$ cat src/sv/rbbs_pkg.sv
package rbbs_pkg;

  // Field widths
  localparam int POS_W  = 16;  // position as reported on the ports
  localparam int TOT_W  = 17;  // total length and internal positions
  localparam int CNT_W  = 17;  // sample count and block sizes
  localparam int OCC_W  = 18;  // signed occupancy
  localparam int REG_W  = 16;  // configuration register width
  localparam int CIDX_W = 2;   // configuration index width
  localparam int OP_W   = 3;

  // Default limit on buffer length plus pre-delay
  localparam int MAX_TOTAL_LENGTH_DEF = 65536;

  // Reset values of the configuration registers
  localparam logic [REG_W-1:0] BUF_LEN_RESET   = 16'd1024;
  localparam logic [REG_W-1:0] PRE_DELAY_RESET = 16'd0;

  // Configuration register indexes
  localparam logic [CIDX_W-1:0] CFG_BUFFER_LENGTH = 2'd0;
  localparam logic [CIDX_W-1:0] CFG_PRE_DELAY     = 2'd1;

  // Occupancy saturation bounds
  localparam logic signed [OCC_W-1:0] OCC_MAX = 18'sh1FFFF;
  localparam logic signed [OCC_W-1:0] OCC_MIN = 18'sh20000;

  typedef enum logic [OP_W-1:0] {
    OP_STORE    = 3'd0,
    OP_RETRIEVE = 3'd1,
    OP_SKIP     = 3'd2,
    OP_LOOK     = 3'd3,
    OP_RESET    = 3'd4
  } op_t;

  // Configuration view handed to the pointer engine
  typedef struct packed {
    logic [TOT_W-1:0] total;  // effective total length
    logic [TOT_W-1:0] home;   // write position after a position reset
    logic             clear;  // read position and count return to zero, write position to home
  } cfg_info_t;

endpackage

$ cat src/sv/rbbs_cfg.sv
module rbbs_cfg #(
  parameter int MAX_TOTAL_LENGTH = rbbs_pkg::MAX_TOTAL_LENGTH_DEF
) (
  input  logic                        clk,
  input  logic                        rst_n,
  input  logic                        cfg_we,
  input  logic [rbbs_pkg::CIDX_W-1:0] cfg_index,
  input  logic [rbbs_pkg::REG_W-1:0]  cfg_wdata,
  output rbbs_pkg::cfg_info_t         cfg_info
);
  import rbbs_pkg::*;

  // Largest possible sum of the two registers is 131070, so a clamp above that never acts
  localparam int TClampInt = (MAX_TOTAL_LENGTH < 131071) ? MAX_TOTAL_LENGTH : 131071;
  localparam logic [TOT_W-1:0] TClamp = TOT_W'(TClampInt);
  localparam int TResetInt = (TClampInt < 1024) ? TClampInt : 1024;

  // Pre-delay can reach the total length only when the limit is below 65536
  localparam bit SmallMax = (MAX_TOTAL_LENGTH < 65536);
  localparam longint unsigned ModDiv = SmallMax ? longint'(MAX_TOTAL_LENGTH) : 64'd1;
  localparam longint unsigned Recip  = ((64'd1 << 32) + ModDiv - 64'd1) / ModDiv;

  logic [REG_W-1:0] buf_len_r, buf_len_nxt;
  logic [REG_W-1:0] pre_delay_r, pre_delay_nxt;
  logic [TOT_W-1:0] total_r, total_nxt;
  logic [REG_W-1:0] pd_mod_r, pd_mod_nxt;
  logic             clear_r, clear_nxt;
  logic [REG_W-1:0] eff_len;
  logic [TOT_W-1:0] sum;
  logic [47:0]      recip_prod;
  logic [REG_W-1:0] quot;
  logic [31:0]      quot_mul;

  // Register write decode
  always_comb begin
    buf_len_nxt   = buf_len_r;
    pre_delay_nxt = pre_delay_r;
    clear_nxt     = 1'b0;
    if (cfg_we) begin
      unique case (cfg_index)
        CFG_BUFFER_LENGTH: begin
          buf_len_nxt = cfg_wdata;
          clear_nxt   = 1'b1;
        end
        CFG_PRE_DELAY: begin
          pre_delay_nxt = cfg_wdata;
          clear_nxt     = 1'b1;
        end
        default: clear_nxt = 1'b0;
      endcase
    end
  end

  // Total length: zero buffer length counts as one, then the limit
  assign eff_len   = (buf_len_nxt == '0) ? REG_W'(1) : buf_len_nxt;
  assign sum       = TOT_W'(eff_len) + TOT_W'(pre_delay_nxt);
  assign total_nxt = (sum > TClamp) ? TClamp : sum;

  // Pre-delay modulo the limit, by reciprocal (exact for 16-bit operands)
  assign recip_prod = 48'(pre_delay_nxt) * 48'(Recip);
  assign quot       = recip_prod[47:32];
  assign quot_mul   = 32'(quot) * 32'(ModDiv);
  assign pd_mod_nxt = SmallMax ? (pre_delay_nxt - quot_mul[REG_W-1:0]) : pre_delay_nxt;

  always_ff @(posedge clk) begin
    if (!rst_n) begin
      buf_len_r   <= BUF_LEN_RESET;
      pre_delay_r <= PRE_DELAY_RESET;
      total_r     <= TOT_W'(TResetInt);
      pd_mod_r    <= PRE_DELAY_RESET;
      clear_r     <= 1'b0;
    end else begin
      buf_len_r   <= buf_len_nxt;
      pre_delay_r <= pre_delay_nxt;
      total_r     <= total_nxt;
      pd_mod_r    <= pd_mod_nxt;
      clear_r     <= clear_nxt;
    end
  end

  // Home write position is pre-delay mod total
  assign cfg_info.total = total_r;
  assign cfg_info.home  = (TOT_W'(pre_delay_r) < total_r) ? TOT_W'(pre_delay_r)
                                                          : TOT_W'(pd_mod_r);
  assign cfg_info.clear = clear_r;

  // Assertions
  a_total_nonzero: assert property (@(posedge clk) disable iff (!rst_n)
    total_r != '0)
    else $error("total length is zero");
  a_total_limit: assert property (@(posedge clk) disable iff (!rst_n)
    total_r <= TClamp)
    else $error("total length above limit");
  a_home_in_range: assert property (@(posedge clk) disable iff (!rst_n)
    cfg_info.home < total_r)
    else $error("home position outside buffer");
  a_clear_after_write: assert property (@(posedge clk) disable iff (!rst_n)
    cfg_we && (cfg_index == CFG_BUFFER_LENGTH || cfg_index == CFG_PRE_DELAY) |=> clear_r)
    else $error("register write did not reset positions");

endmodule

$ cat src/sv/rbbs_engine.sv
module rbbs_engine (
  input  logic                              clk,
  input  logic                              rst_n,
  input  rbbs_pkg::cfg_info_t               cfg_info,
  input  logic                              in_valid,
  output logic                              in_ready,
  input  logic [rbbs_pkg::OP_W-1:0]         in_op,
  input  logic [rbbs_pkg::CNT_W-1:0]        in_sample_count,
  input  logic                              in_commit,
  output logic                              out_valid,
  input  logic                              out_ready,
  output logic [rbbs_pkg::POS_W-1:0]        out_first_start,
  output logic [rbbs_pkg::CNT_W-1:0]        out_first_size,
  output logic [rbbs_pkg::CNT_W-1:0]        out_second_size,
  output logic [rbbs_pkg::POS_W-1:0]        out_read_position,
  output logic [rbbs_pkg::POS_W-1:0]        out_write_position,
  output logic signed [rbbs_pkg::OCC_W-1:0] out_stored_count,
  output logic                              out_overrun,
  output logic                              out_underrun,
  output logic                              out_bad_request
);
  import rbbs_pkg::*;

  // Input stage
  logic             s1_valid_r, s1_valid_nxt;
  logic [OP_W-1:0]  op_r;
  logic [CNT_W-1:0] n_r;
  logic             commit_r;

  // Position and count state
  logic [TOT_W-1:0]        rd_r, rd_nxt;
  logic [TOT_W-1:0]        wr_r, wr_nxt;
  logic signed [OCC_W-1:0] occ_r, occ_nxt;

  // Result stage
  logic                    out_valid_r, out_valid_nxt;
  logic [POS_W-1:0]        start_r;
  logic [CNT_W-1:0]        size1_r, size2_r;
  logic [POS_W-1:0]        rdpos_r, wrpos_r;
  logic signed [OCC_W-1:0] occ_out_r;
  logic                    ovr_r, und_r, bad_r;

  logic             in_fire, adv, fire1;
  logic [TOT_W-1:0] t;
  logic             bad, blocks, ovr, und;
  logic [TOT_W-1:0] base, room;
  logic [CNT_W-1:0] size1, size2;
  logic [TOT_W:0]   wr_adv, rd_adv, lb_sum;
  logic [TOT_W-1:0] wr_wrap, rd_wrap, lb_start;
  logic signed [OCC_W:0]   occ_plus, occ_minus, t_s;
  logic signed [OCC_W-1:0] occ_inc, occ_dec;

  // Handshake: the result register stalls the input stage only when both are full
  assign adv      = !out_valid_r || out_ready;
  assign in_ready = !s1_valid_r || adv;
  assign in_fire  = in_valid && in_ready;
  assign fire1    = s1_valid_r && adv;

  assign t = cfg_info.total;

  // Advanced positions, one conditional subtract each
  assign wr_adv  = {1'b0, wr_r} + {1'b0, n_r};
  assign wr_wrap = (wr_adv >= {1'b0, t}) ? TOT_W'(wr_adv - {1'b0, t}) : wr_adv[TOT_W-1:0];
  assign rd_adv  = {1'b0, rd_r} + {1'b0, n_r};
  assign rd_wrap = (rd_adv >= {1'b0, t}) ? TOT_W'(rd_adv - {1'b0, t}) : rd_adv[TOT_W-1:0];
  assign lb_sum  = {1'b0, wr_r} + {1'b0, TOT_W'(t - n_r)};
  assign lb_start = (lb_sum >= {1'b0, t}) ? TOT_W'(lb_sum - {1'b0, t})
                                          : lb_sum[TOT_W-1:0];

  // Saturating count updates
  assign occ_plus  = $signed({occ_r[OCC_W-1], occ_r}) + $signed({2'b00, n_r});
  assign occ_minus = $signed({occ_r[OCC_W-1], occ_r}) - $signed({2'b00, n_r});
  assign occ_inc   = (occ_plus > $signed({2'b00, OCC_MAX[OCC_W-2:0]})) ? OCC_MAX
                                                                       : occ_plus[OCC_W-1:0];
  assign occ_dec   = (occ_minus < $signed({OCC_MIN[OCC_W-1], OCC_MIN})) ? OCC_MIN
                                                                        : occ_minus[OCC_W-1:0];
  assign t_s       = $signed({2'b00, t});

  // Request decode and state update
  always_comb begin
    rd_nxt  = rd_r;
    wr_nxt  = wr_r;
    occ_nxt = occ_r;
    base    = '0;
    blocks  = 1'b0;
    ovr     = 1'b0;
    und     = 1'b0;
    bad     = 1'b0;
    unique case (op_r)
      OP_STORE: begin
        bad = (n_r > t);
        if (!bad) begin
          base   = wr_r;
          blocks = 1'b1;
          if (commit_r) begin
            wr_nxt  = wr_wrap;
            occ_nxt = occ_inc;
            ovr     = ($signed({occ_inc[OCC_W-1], occ_inc}) > t_s);
          end
        end
      end
      OP_RETRIEVE: begin
        bad = (n_r > t);
        if (!bad) begin
          base   = rd_r;
          blocks = 1'b1;
          if (commit_r) begin
            rd_nxt  = rd_wrap;
            occ_nxt = occ_dec;
            und     = occ_dec[OCC_W-1];
          end
        end
      end
      OP_SKIP: begin
        bad = (n_r > t);
        if (!bad) begin
          rd_nxt  = rd_wrap;
          occ_nxt = occ_dec;
          und     = occ_dec[OCC_W-1];
        end
      end
      OP_LOOK: begin
        bad = (n_r > t);
        if (!bad) begin
          base   = lb_start;
          blocks = 1'b1;
        end
      end
      OP_RESET: begin
        rd_nxt  = '0;
        wr_nxt  = cfg_info.home;
        occ_nxt = '0;
      end
      default: bad = 1'b0;
    endcase
  end

  // Two-block split at the buffer end
  assign room  = t - base;
  assign size1 = blocks ? ((n_r < room) ? n_r : room) : '0;
  assign size2 = blocks ? (n_r - size1) : '0;

  always_comb begin
    s1_valid_nxt = s1_valid_r;
    if (in_fire) begin
      s1_valid_nxt = 1'b1;
    end else if (fire1) begin
      s1_valid_nxt = 1'b0;
    end
    out_valid_nxt = out_valid_r;
    if (fire1) begin
      out_valid_nxt = 1'b1;
    end else if (out_ready) begin
      out_valid_nxt = 1'b0;
    end
  end

  // Control and state registers
  always_ff @(posedge clk) begin
    if (!rst_n) begin
      s1_valid_r  <= 1'b0;
      out_valid_r <= 1'b0;
      rd_r        <= '0;
      wr_r        <= '0;
      occ_r       <= '0;
    end else begin
      s1_valid_r  <= s1_valid_nxt;
      out_valid_r <= out_valid_nxt;
      if (cfg_info.clear) begin
        rd_r  <= '0;
        wr_r  <= cfg_info.home;
        occ_r <= '0;
      end else if (fire1) begin
        rd_r  <= rd_nxt;
        wr_r  <= wr_nxt;
        occ_r <= occ_nxt;
      end
    end
  end

  // Payload registers
  always_ff @(posedge clk) begin
    if (in_fire) begin
      op_r     <= in_op;
      n_r      <= in_sample_count;
      commit_r <= in_commit;
    end
    if (fire1) begin
      start_r   <= base[POS_W-1:0];
      size1_r   <= size1;
      size2_r   <= size2;
      rdpos_r   <= rd_nxt[POS_W-1:0];
      wrpos_r   <= wr_nxt[POS_W-1:0];
      occ_out_r <= occ_nxt;
      ovr_r     <= ovr;
      und_r     <= und;
      bad_r     <= bad;
    end
  end

  assign out_valid          = out_valid_r;
  assign out_first_start    = start_r;
  assign out_first_size     = size1_r;
  assign out_second_size    = size2_r;
  assign out_read_position  = rdpos_r;
  assign out_write_position = wrpos_r;
  assign out_stored_count   = occ_out_r;
  assign out_overrun        = ovr_r;
  assign out_underrun       = und_r;
  assign out_bad_request    = bad_r;

  // Assertions
  a_rd_in_range: assert property (@(posedge clk) disable iff (!rst_n)
    cfg_info.clear || (rd_r < t))
    else $error("read position outside buffer");
  a_wr_in_range: assert property (@(posedge clk) disable iff (!rst_n)
    cfg_info.clear || (wr_r < t))
    else $error("write position outside buffer");
  a_bad_no_effect: assert property (@(posedge clk) disable iff (!rst_n)
    fire1 && bad && !cfg_info.clear |=> $stable(rd_r) && $stable(wr_r) && $stable(occ_r))
    else $error("rejected request changed state");
  a_bad_no_blocks: assert property (@(posedge clk) disable iff (!rst_n)
    out_valid_r && bad_r |-> (size1_r == '0) && (size2_r == '0) && !ovr_r && !und_r)
    else $error("rejected request reported blocks or flags");
  a_result_follows: assert property (@(posedge clk) disable iff (!rst_n)
    fire1 |=> out_valid_r)
    else $error("processed request produced no result");

endmodule

$ cat src/sv/ring_buffer_block_splitter_top.sv
// Ring buffer block splitter: position keeper for a circular sample buffer
// whose total length is buffer length plus pre-delay.
//
// Request channel (in_*): valid/ready; op, sample_count, commit. One result
// (out_*) comes back per request, carrying the first block start and size,
// the wrapped second block size (always from index 0), the positions and
// signed count after the request, and the overrun/underrun/bad flags.
// Configuration (cfg_*): write enable, register index, 16-bit data; index 0
// is buffer length, 1 is pre-delay. A write to index 0 or 1 also resets the
// positions and the count via a clear registered in the config block.
//
// A request passes an input register, then one pass of add, compare and
// conditional subtract against the total length into the result register.
// One request per cycle is sustained while the receiver takes every result.
// Reset loads buffer length 1024, pre-delay 0, both positions and the count 0.
// When the receiver stalls, the result register holds and the input register
// takes one more request; ready falls only when both are full.
module ring_buffer_block_splitter_top #(
  parameter int MAX_TOTAL_LENGTH = rbbs_pkg::MAX_TOTAL_LENGTH_DEF
) (
  input  logic                              clk,
  input  logic                              rst_n,
  input  logic                              cfg_we,
  input  logic [rbbs_pkg::CIDX_W-1:0]       cfg_index,
  input  logic [rbbs_pkg::REG_W-1:0]        cfg_wdata,
  input  logic                              in_valid,
  output logic                              in_ready,
  input  logic [rbbs_pkg::OP_W-1:0]         in_op,
  input  logic [rbbs_pkg::CNT_W-1:0]        in_sample_count,
  input  logic                              in_commit,
  output logic                              out_valid,
  input  logic                              out_ready,
  output logic [rbbs_pkg::POS_W-1:0]        out_first_start,
  output logic [rbbs_pkg::CNT_W-1:0]        out_first_size,
  output logic [rbbs_pkg::CNT_W-1:0]        out_second_size,
  output logic [rbbs_pkg::POS_W-1:0]        out_read_position,
  output logic [rbbs_pkg::POS_W-1:0]        out_write_position,
  output logic signed [rbbs_pkg::OCC_W-1:0] out_stored_count,
  output logic                              out_overrun,
  output logic                              out_underrun,
  output logic                              out_bad_request
);
  import rbbs_pkg::*;

  cfg_info_t cfg_info;

  // Configuration registers, total length and home position
  rbbs_cfg #(
    .MAX_TOTAL_LENGTH(MAX_TOTAL_LENGTH)
  ) u_cfg (
    .clk      (clk),
    .rst_n    (rst_n),
    .cfg_we   (cfg_we),
    .cfg_index(cfg_index),
    .cfg_wdata(cfg_wdata),
    .cfg_info (cfg_info)
  );

  // Request pipeline and position state
  rbbs_engine u_engine (
    .clk               (clk),
    .rst_n             (rst_n),
    .cfg_info          (cfg_info),
    .in_valid          (in_valid),
    .in_ready          (in_ready),
    .in_op             (in_op),
    .in_sample_count   (in_sample_count),
    .in_commit         (in_commit),
    .out_valid         (out_valid),
    .out_ready         (out_ready),
    .out_first_start   (out_first_start),
    .out_first_size    (out_first_size),
    .out_second_size   (out_second_size),
    .out_read_position (out_read_position),
    .out_write_position(out_write_position),
    .out_stored_count  (out_stored_count),
    .out_overrun       (out_overrun),
    .out_underrun      (out_underrun),
    .out_bad_request   (out_bad_request)
  );

endmodule
$ cat config.mk
export PLATFORM = sky130hd
export DESIGN_NAME = ring_buffer_block_splitter_top
export DESIGN_NICKNAME = d
export VERILOG_FILES = /design/src/sv/rbbs_pkg.sv /design/src/sv/rbbs_cfg.sv /design/src/sv/rbbs_engine.sv /design/src/sv/ring_buffer_block_splitter_top.sv
export SDC_FILE = /design/constraint.sdc
export NUM_CORES = 1
export LEC_CHECK = 0
export BUFFER_PORTS_ARGS = -buffer_cell sky130_fd_sc_hd__buf_2
export CORE_ASPECT_RATIO = 1.25
export CORE_MARGIN = 2
export CORE_UTILIZATION = 50
export CTS_BUF_LIST = sky130_fd_sc_hd__clkbuf_8
export CTS_CLUSTER_DIAMETER = 150
export CTS_CLUSTER_SIZE = 24
export DETAILED_ROUTE_END_ITERATION = 10
export GPL_TIMING_DRIVEN = 0
export PLACE_DENSITY = 0.66
export SLEW_MARGIN = 20
export SYNTH_ARGS = -nofsm -noshare
export SYNTH_HDL_FRONTEND = slang
export SYNTH_SLANG_ARGS = --single-unit
$ cat constraint.sdc
create_clock -name clk -period 29.9 [get_ports clk]
set_clock_uncertainty 0.1 [all_clocks]
set_input_delay 4.485 -clock clk [delete_from_list [all_inputs] [get_ports clk]]
set_output_delay 4.485 -clock clk [all_outputs]
set_load 0.05 [all_outputs]
==> flow_metrics.tcl, run 1 <==
set metrics [dict create \
    vias 18519 \
    port_buffers 147 \
    grt_pass1_vias 17552 \
    numCtsBuffers 13 \
    cpPeakStageDelay_ns 0.85 \
    fin_util_pct 55.05 \
    min_period_ns 15.19 \
    critPathLaunchType "flip-flop" \
    swShare_pct 42.34 \
    max_slew_margin_pct 32.51 \
    power_mw 1.022 \
    ctsHoldBuffers 0 \
    dp.cells 2938 \
    final_nets 2747 \
    area_growth_syn_to_layout_pct 8.227 \
    timing.final.ws_setup_ns 14.71 \
    synth_nets 2582 \
    layout_common_cells "ha_1, nor2_1, a21oi_1, buf_2, nand2_1" \
    ys_warn_count 0 \
    crit_fanout 10 \
    final_common_cell "ha_1" \
    drtIter0Drc 1374 \
    hold_viol_final 0 \
    num_rows 81 \
    cts_max_level 1 \
    power.density_nw_per_um2 47.23 \
    insertion_delay_ns 0.61 \
    cts_setup_buffers 0 \
    p_int_uw 589.5 \
    seq_power_share_pct 35.8 \
    p_sw_uw 432.8 \
    setup_viol 0 \
    holdCritPathClass "flip-flop to flip-flop" \
    worstMarginPinSlew_ns 1.006 \
    clockBufferDepth 3 \
    cp_data_required_time_ns 30.13 \
    crit_path_frequent_cell "o21ai_0" \
    drc_errors 0 \
    layout.cells.non_filler 2959 \
    drive_gt1_share_pct 10.40 \
    slew_violations 0 \
    synth-seq-area-share_pct 29.03 \
    period_share_pct 50.81 \
    status "complete, no violations" \
    synth.ff_latch_count 228 \
    mappedNetlistArea_um2 20000 \
    crit_path_end_kind "flip-flop" \
    peakVddDrop_uv 39.74 \
    fp.dieH_um 227.6 \
    clock_tree.root_cell "clkbuf_8" \
    dr.pass1.iters 7 \
    p_comb_share_pct 49.6 \
    clock_sinks 228 \
    clkTransAtPathRegs_ns 0.15 \
    io_pins 149 \
    antenna_found_initial 0 \
    detailed_place_hpwl_um 57160 \
    grt_usage_pct 33.47 \
    crit_buf_inv 6 \
    grt-ovfl-total 0 \
    synthCells 2290 \
    clkPwrFrac_pct 14.6 \
    synth_area_per_cell_um2 8.734 \
    dieArea_um2 41630 \
    arrival_ns 15.42 \
    cts_tree "yes" \
    place.gp.congestion 1.041 \
    fmax_mhz 65.83 \
    dp_slack_ns 15.03 \
    synth_async_sr_flop_share_pct 0 \
    grt_setup_unrepaired "false" \
    wl_per_cell_um 23.99 \
    setup_tns_ns 0 \
    ys_types 88 \
    crit_family "compound AO/OA/AOI/OAI gates" \
    via_per_inst 6.259 \
    n_antenna_cell 0 \
    static-leakage-power_nw 9.376 \
    post_cts_resized 0 \
    synthFlopType "edfxtp_1" \
    core_um2 39320 \
    ant_nets 0 \
    initial_core_util_pct 50.86 \
    grt_max_degree 61 \
    crit_path_top_delay_cell "dfxtp_1" \
    grt_pass1_wl_um 104400 \
    placed_cell_area_um2 21420 \
    synth_edf_count 124 \
    wl_um 71000 \
    die_x_um 182.9 \
    cap_viol_max_count 0 \
    setup.worst_path.class "flip-flop to flip-flop" \
    whs_ns 0.4093 \
    fin_area_um2 21650 \
]
==> synthesized netlist by cell type, drive strengths merged, types with 12 or more instances <==
cell type / instances / area share [%]
xor2: 46 / 2.0
nand2b: 43 / 1.3
a211o: 13 / 0.57
fa: 12 / 1.2
edfxtp: 124 / 19
o21bai: 15 / 0.56
inv: 134 / 2.5
nand2: 152 / 2.9
and2: 44 / 1.4
o21ai: 152 / 3.8
ha: 236 / 15
or2: 12 / 0.38
nand4: 16 / 0.50
nand3b: 12 / 0.45
mux2i: 38 / 1.9
a211oi: 24 / 0.93
a21o: 63 / 2.4
a221o: 27 / 1.4
mux2: 41 / 2.4
a31oi: 30 / 0.94
nor3: 56 / 1.4
xnor2: 103 / 4.5
dfxtp: 104 / 10
nor2: 181 / 3.4
buf: 20 / 0.51
nor2b: 53 / 1.7
a21oi: 176 / 4.4
a22oi: 18 / 0.68
nand3: 49 / 1.2
o21a: 43 / 1.6
o211ai: 18 / 0.70
clkbuf: 61 / 1.2
o31ai: 14 / 0.55
==> cell type report <==
cell class | instances | area [um^2]
repair buffers | 150 | 790.8
well taps | 498 | 623.1
plain buffers | 81 | 335.3
clock buffers | 13 | 178.9
multi-input cells | 1846 | 13360
fillers | 3729 | 17680
inverters | 135 | 506.7
clock inverters | 8 | 42.54
flip-flops and latches | 228 | 5806
==> layer usage <==
metal	vias to the layer above	routed length [um]	share of wire [%]	global-route usage, %
li1	8755	-	-	-
met2	734	32490	46	56.22
met4	0	5538	7.8	22.30
met1	8840	28140	40	41.10
met3	190	4828	6.8	3.250
met5	-	0	0	0
==> power groups by stage <==
stage / clock (mW) / combinational [mW] / sequential, mW
after floorplan: 0 / 0.362 / 0.386
after global placement: 0 / 0.488 / 0.373
after detailed placement: 0 / 0.496 / 0.372
after CTS: 0.155 / 0.499 / 0.365
after global routing: 0.162 / 0.558 / 0.366
final: 0.149 / 0.507 / 0.366
==> logic make-up (layout without fill, tap and decap cells) <==
logic type      count (synthesis)  after routing  share of synthesized area (%)
simple gates                  670            670                          16.50
compound gates                700            700                          23.49
buf+inv                       216            387                          4.191
mux                            79             79                          4.304
fa+ha+maj                     248            248                          15.96
flops                         228            228                          29.03
xor+xnor                      149            149                          6.525
==> state kept, by name, indices dropped and copies added, names as in the netlist <==
register,cells
u_cfg.buf_len_r,16
u_cfg.clear_r,1
u_cfg.pre_delay_r,16
u_cfg.total_r,17
u_engine.commit_r,1
u_engine.n_r,17
u_engine.occ_r,18
u_engine.op_r,3
u_engine.out_bad_request,1
u_engine.out_first_size,17
u_engine.out_first_start,16
u_engine.out_overrun,1
u_engine.out_read_position,16
u_engine.out_second_size,17
u_engine.out_stored_count,18
u_engine.out_underrun,1
u_engine.out_valid,1
u_engine.out_write_position,16
u_engine.rd_r,17
u_engine.s1_valid_r,1
u_engine.wr_r,17
==> tightest hold or removal path: stages, from the launching register on <==
cell and delay [ns]:
dfxtp_1 0.37, nand3_1 0.07, nand2_1 0.04
==> worst paths after layout <==
check / from / to / slack [ns] / cells past startpoint
hold reg to reg: u_cfg.pre_delay_r[5] / u_engine.wr_r[5] / 0.41 / 2
setup / recovery: u_cfg.total_r[1] / u_engine.out_second_size[16] / 14.71 / 62
hold / removal: u_cfg.pre_delay_r[5] / u_engine.wr_r[5] / 0.41 / 2
setup reg to reg: u_cfg.total_r[1] / u_engine.out_second_size[16] / 14.71 / 62
No activity file was read; power rests on OpenSTA's default activity.
==> run 2, diff against run 1 <==
==> constraint.sdc (replaced) <==
create_clock -name clk -period 15.2 [get_ports clk]
set_clock_uncertainty 0.1 [all_clocks]
set_input_delay 2.28 -clock clk [delete_from_list [all_inputs] [get_ports clk]]
set_output_delay 2.28 -clock clk [all_outputs]
set_load 0.05 [all_outputs]
==> flow_metrics.tcl, run 2 (same netlist as run 1, synthesis figures left out) <==
set metrics [dict create \
    drtIter0Drc 1337 \
    dr.pass1.iters 7 \
    place.gp.congestion 1.041 \
    grt_usage_pct 33.47 \
    dp_slack_ns 0.3276 \
    reg2reg_slack_ns 0.93 \
    whs_ns 0.4138 \
    cp_data_required_time_ns 15.43 \
    crit_path_top_delay_cell "edfxtp_1" \
    ctsHoldBuffers 0 \
    wl_um 70820 \
    area_growth_syn_to_layout_pct 8.521 \
    wl_per_cell_um 23.89 \
    via_per_inst 6.215 \
    drive_gt1_share_pct 10.82 \
    critPathLaunchType "flip-flop" \
    grt_max_degree 61 \
    clockBufferDepth 3 \
    fp.dieH_um 227.6 \
    worstHoldStart "u_cfg.pre_delay_r[5]" \
    hold_viol_final 0 \
    min_path_cells 2 \
    num_rows 81 \
    crit_buf_inv 4 \
    status "complete, no violations" \
    grt_pass1_wl_um 104400 \
    setup_tns_ns 0 \
    detailed_place_hpwl_um 57160 \
    fmax_mhz 70.05 \
    n_antenna_cell 0 \
    crit_fanout 20 \
    final_nets 2753 \
    grt_pass1_vias 17552 \
    whs_endpoint "u_engine.wr_r[5]" \
    setup.worst_path.class "flip-flop to flip-flop" \
    holdCritPathClass "flip-flop to flip-flop" \
    final_common_cell "ha_1" \
    clock_sinks 228 \
    crit_path_frequent_cell "o21ai_0" \
    cts_tree "yes" \
    grt-ovfl-total 0 \
    grt_setup_unrepaired "false" \
    peakVddDrop_uv 77.81 \
    antenna_found_initial 0 \
    drc_errors 0 \
    fin_area_um2 21700 \
    ant_nets 0 \
    dieArea_um2 41630 \
    cap_viol_max_count 0 \
    crit_path_end_kind "flip-flop" \
    dp.cells 2938 \
    slew_violations 0 \
    numCtsBuffers 13 \
    vias 18428 \
    placed_cell_area_um2 21420 \
    layout_common_cells "ha_1, nor2_1, a21oi_1, buf_2, nand2_1" \
    cts_max_level 1 \
    insertion_delay_ns 0.61 \
    min_period_ns 14.27 \
    reg2regPathDepth 59 \
    arrival_ns 14.50 \
    io_pins 149 \
    initial_core_util_pct 50.86 \
    worstMarginPinSlew_ns 0.9901 \
    max_slew_margin_pct 33.59 \
    static-leakage-power_nw 9.417 \
    fin_util_pct 55.20 \
    cpPeakStageDelay_ns 0.76 \
    power.density_nw_per_um2 92.64 \
    crit_family "compound AO/OA/AOI/OAI gates" \
    core_um2 39320 \
    timing.final.ws_setup_ns 0.9254 \
    power_mw 2.011 \
    clkTransAtPathRegs_ns 0.16 \
    period_share_pct 93.91 \
    worstReg2RegEnd "u_engine.out_second_size[16]" \
    setup_viol 0 \
    layout.cells.non_filler 2965 \
    clock_tree.root_cell "clkbuf_8" \
    die_x_um 182.9 \
    port_buffers 147 \
    r2r-start "u_engine.n_r[3]" \
]
-- run 2: per-layer routing --
layer | part of all wire [%] | up-vias | GRT usage [%] | wire length, um
li1 | - | 8773 | - | -
met1 | 40 | 8735 | 41.10 | 28310
met2 | 46 | 715 | 56.22 | 32330
met5 | 0 | - | 0 | 0
met3 | 6.3 | 205 | 3.250 | 4450
met4 | 8.1 | 0 | 22.30 | 5728
-- run 2: timing repair --
action	4_1_cts	5_1_grt
setup endpoints to repair	0	10
resized for setup	0	5
setup buffers	0	8
-- run 2: layout make-up --
| type | instances | area [um^2] |
|---|---|---|
| plain buffers | 79 | 329.1 |
| clock buffers | 13 | 178.9 |
| clock inverters | 8 | 42.54 |
| fillers | 3723 | 17620 |
| inverters | 135 | 506.7 |
| multi-input cells | 1846 | 13360 |
| flip-flops and latches | 228 | 5811 |
| well taps | 498 | 623.1 |
| repair buffers | 158 | 850.8 |
-- run 2: worst max path at each step --
stage / from / end / slack, ns / depth (start not counted)
6_report: u_engine.n_r[3] / u_engine.out_second_size[16] / 0.93 / 59
5_1_grt: u_cfg.total_r[0] / u_engine.out_second_size[16] / 0.08 / 61
4_1_cts: u_cfg.total_r[1] / u_engine.out_second_size[16] / 0.27 / 62
3_5_place_dp: u_cfg.total_r[1] / u_engine.out_second_size[16] / 0.33 / 62
3_3_place_gp: u_cfg.total_r[1] / u_engine.out_second_size[16] / 0.49 / 62
2_1_floorplan: u_cfg.total_r[1] / u_engine.out_second_size[16] / 3.24 / 63
-- run 2: worst register-to-register path, delay by kind of cell, from the launching register on --
family	cells	cell delay, ns
AOI/OAI and AO/OA	35	7.64
xor gates and xnor gates	2	0.41
adders and majority gates	7	2.24
buffers and inverters	4	1.29
DFF	1	0.76
muxes	3	0.49
and+or+nand+nor	8	1.12
-- run 2: power breakdown --
part | internal [mW] | total [mW] | switching, mW
sequential | 0.679 | 0.717 | 0.0378
combinational | 0.398 | 0.999 | 0.601
clock | 0.0834 | 0.294 | 0.211
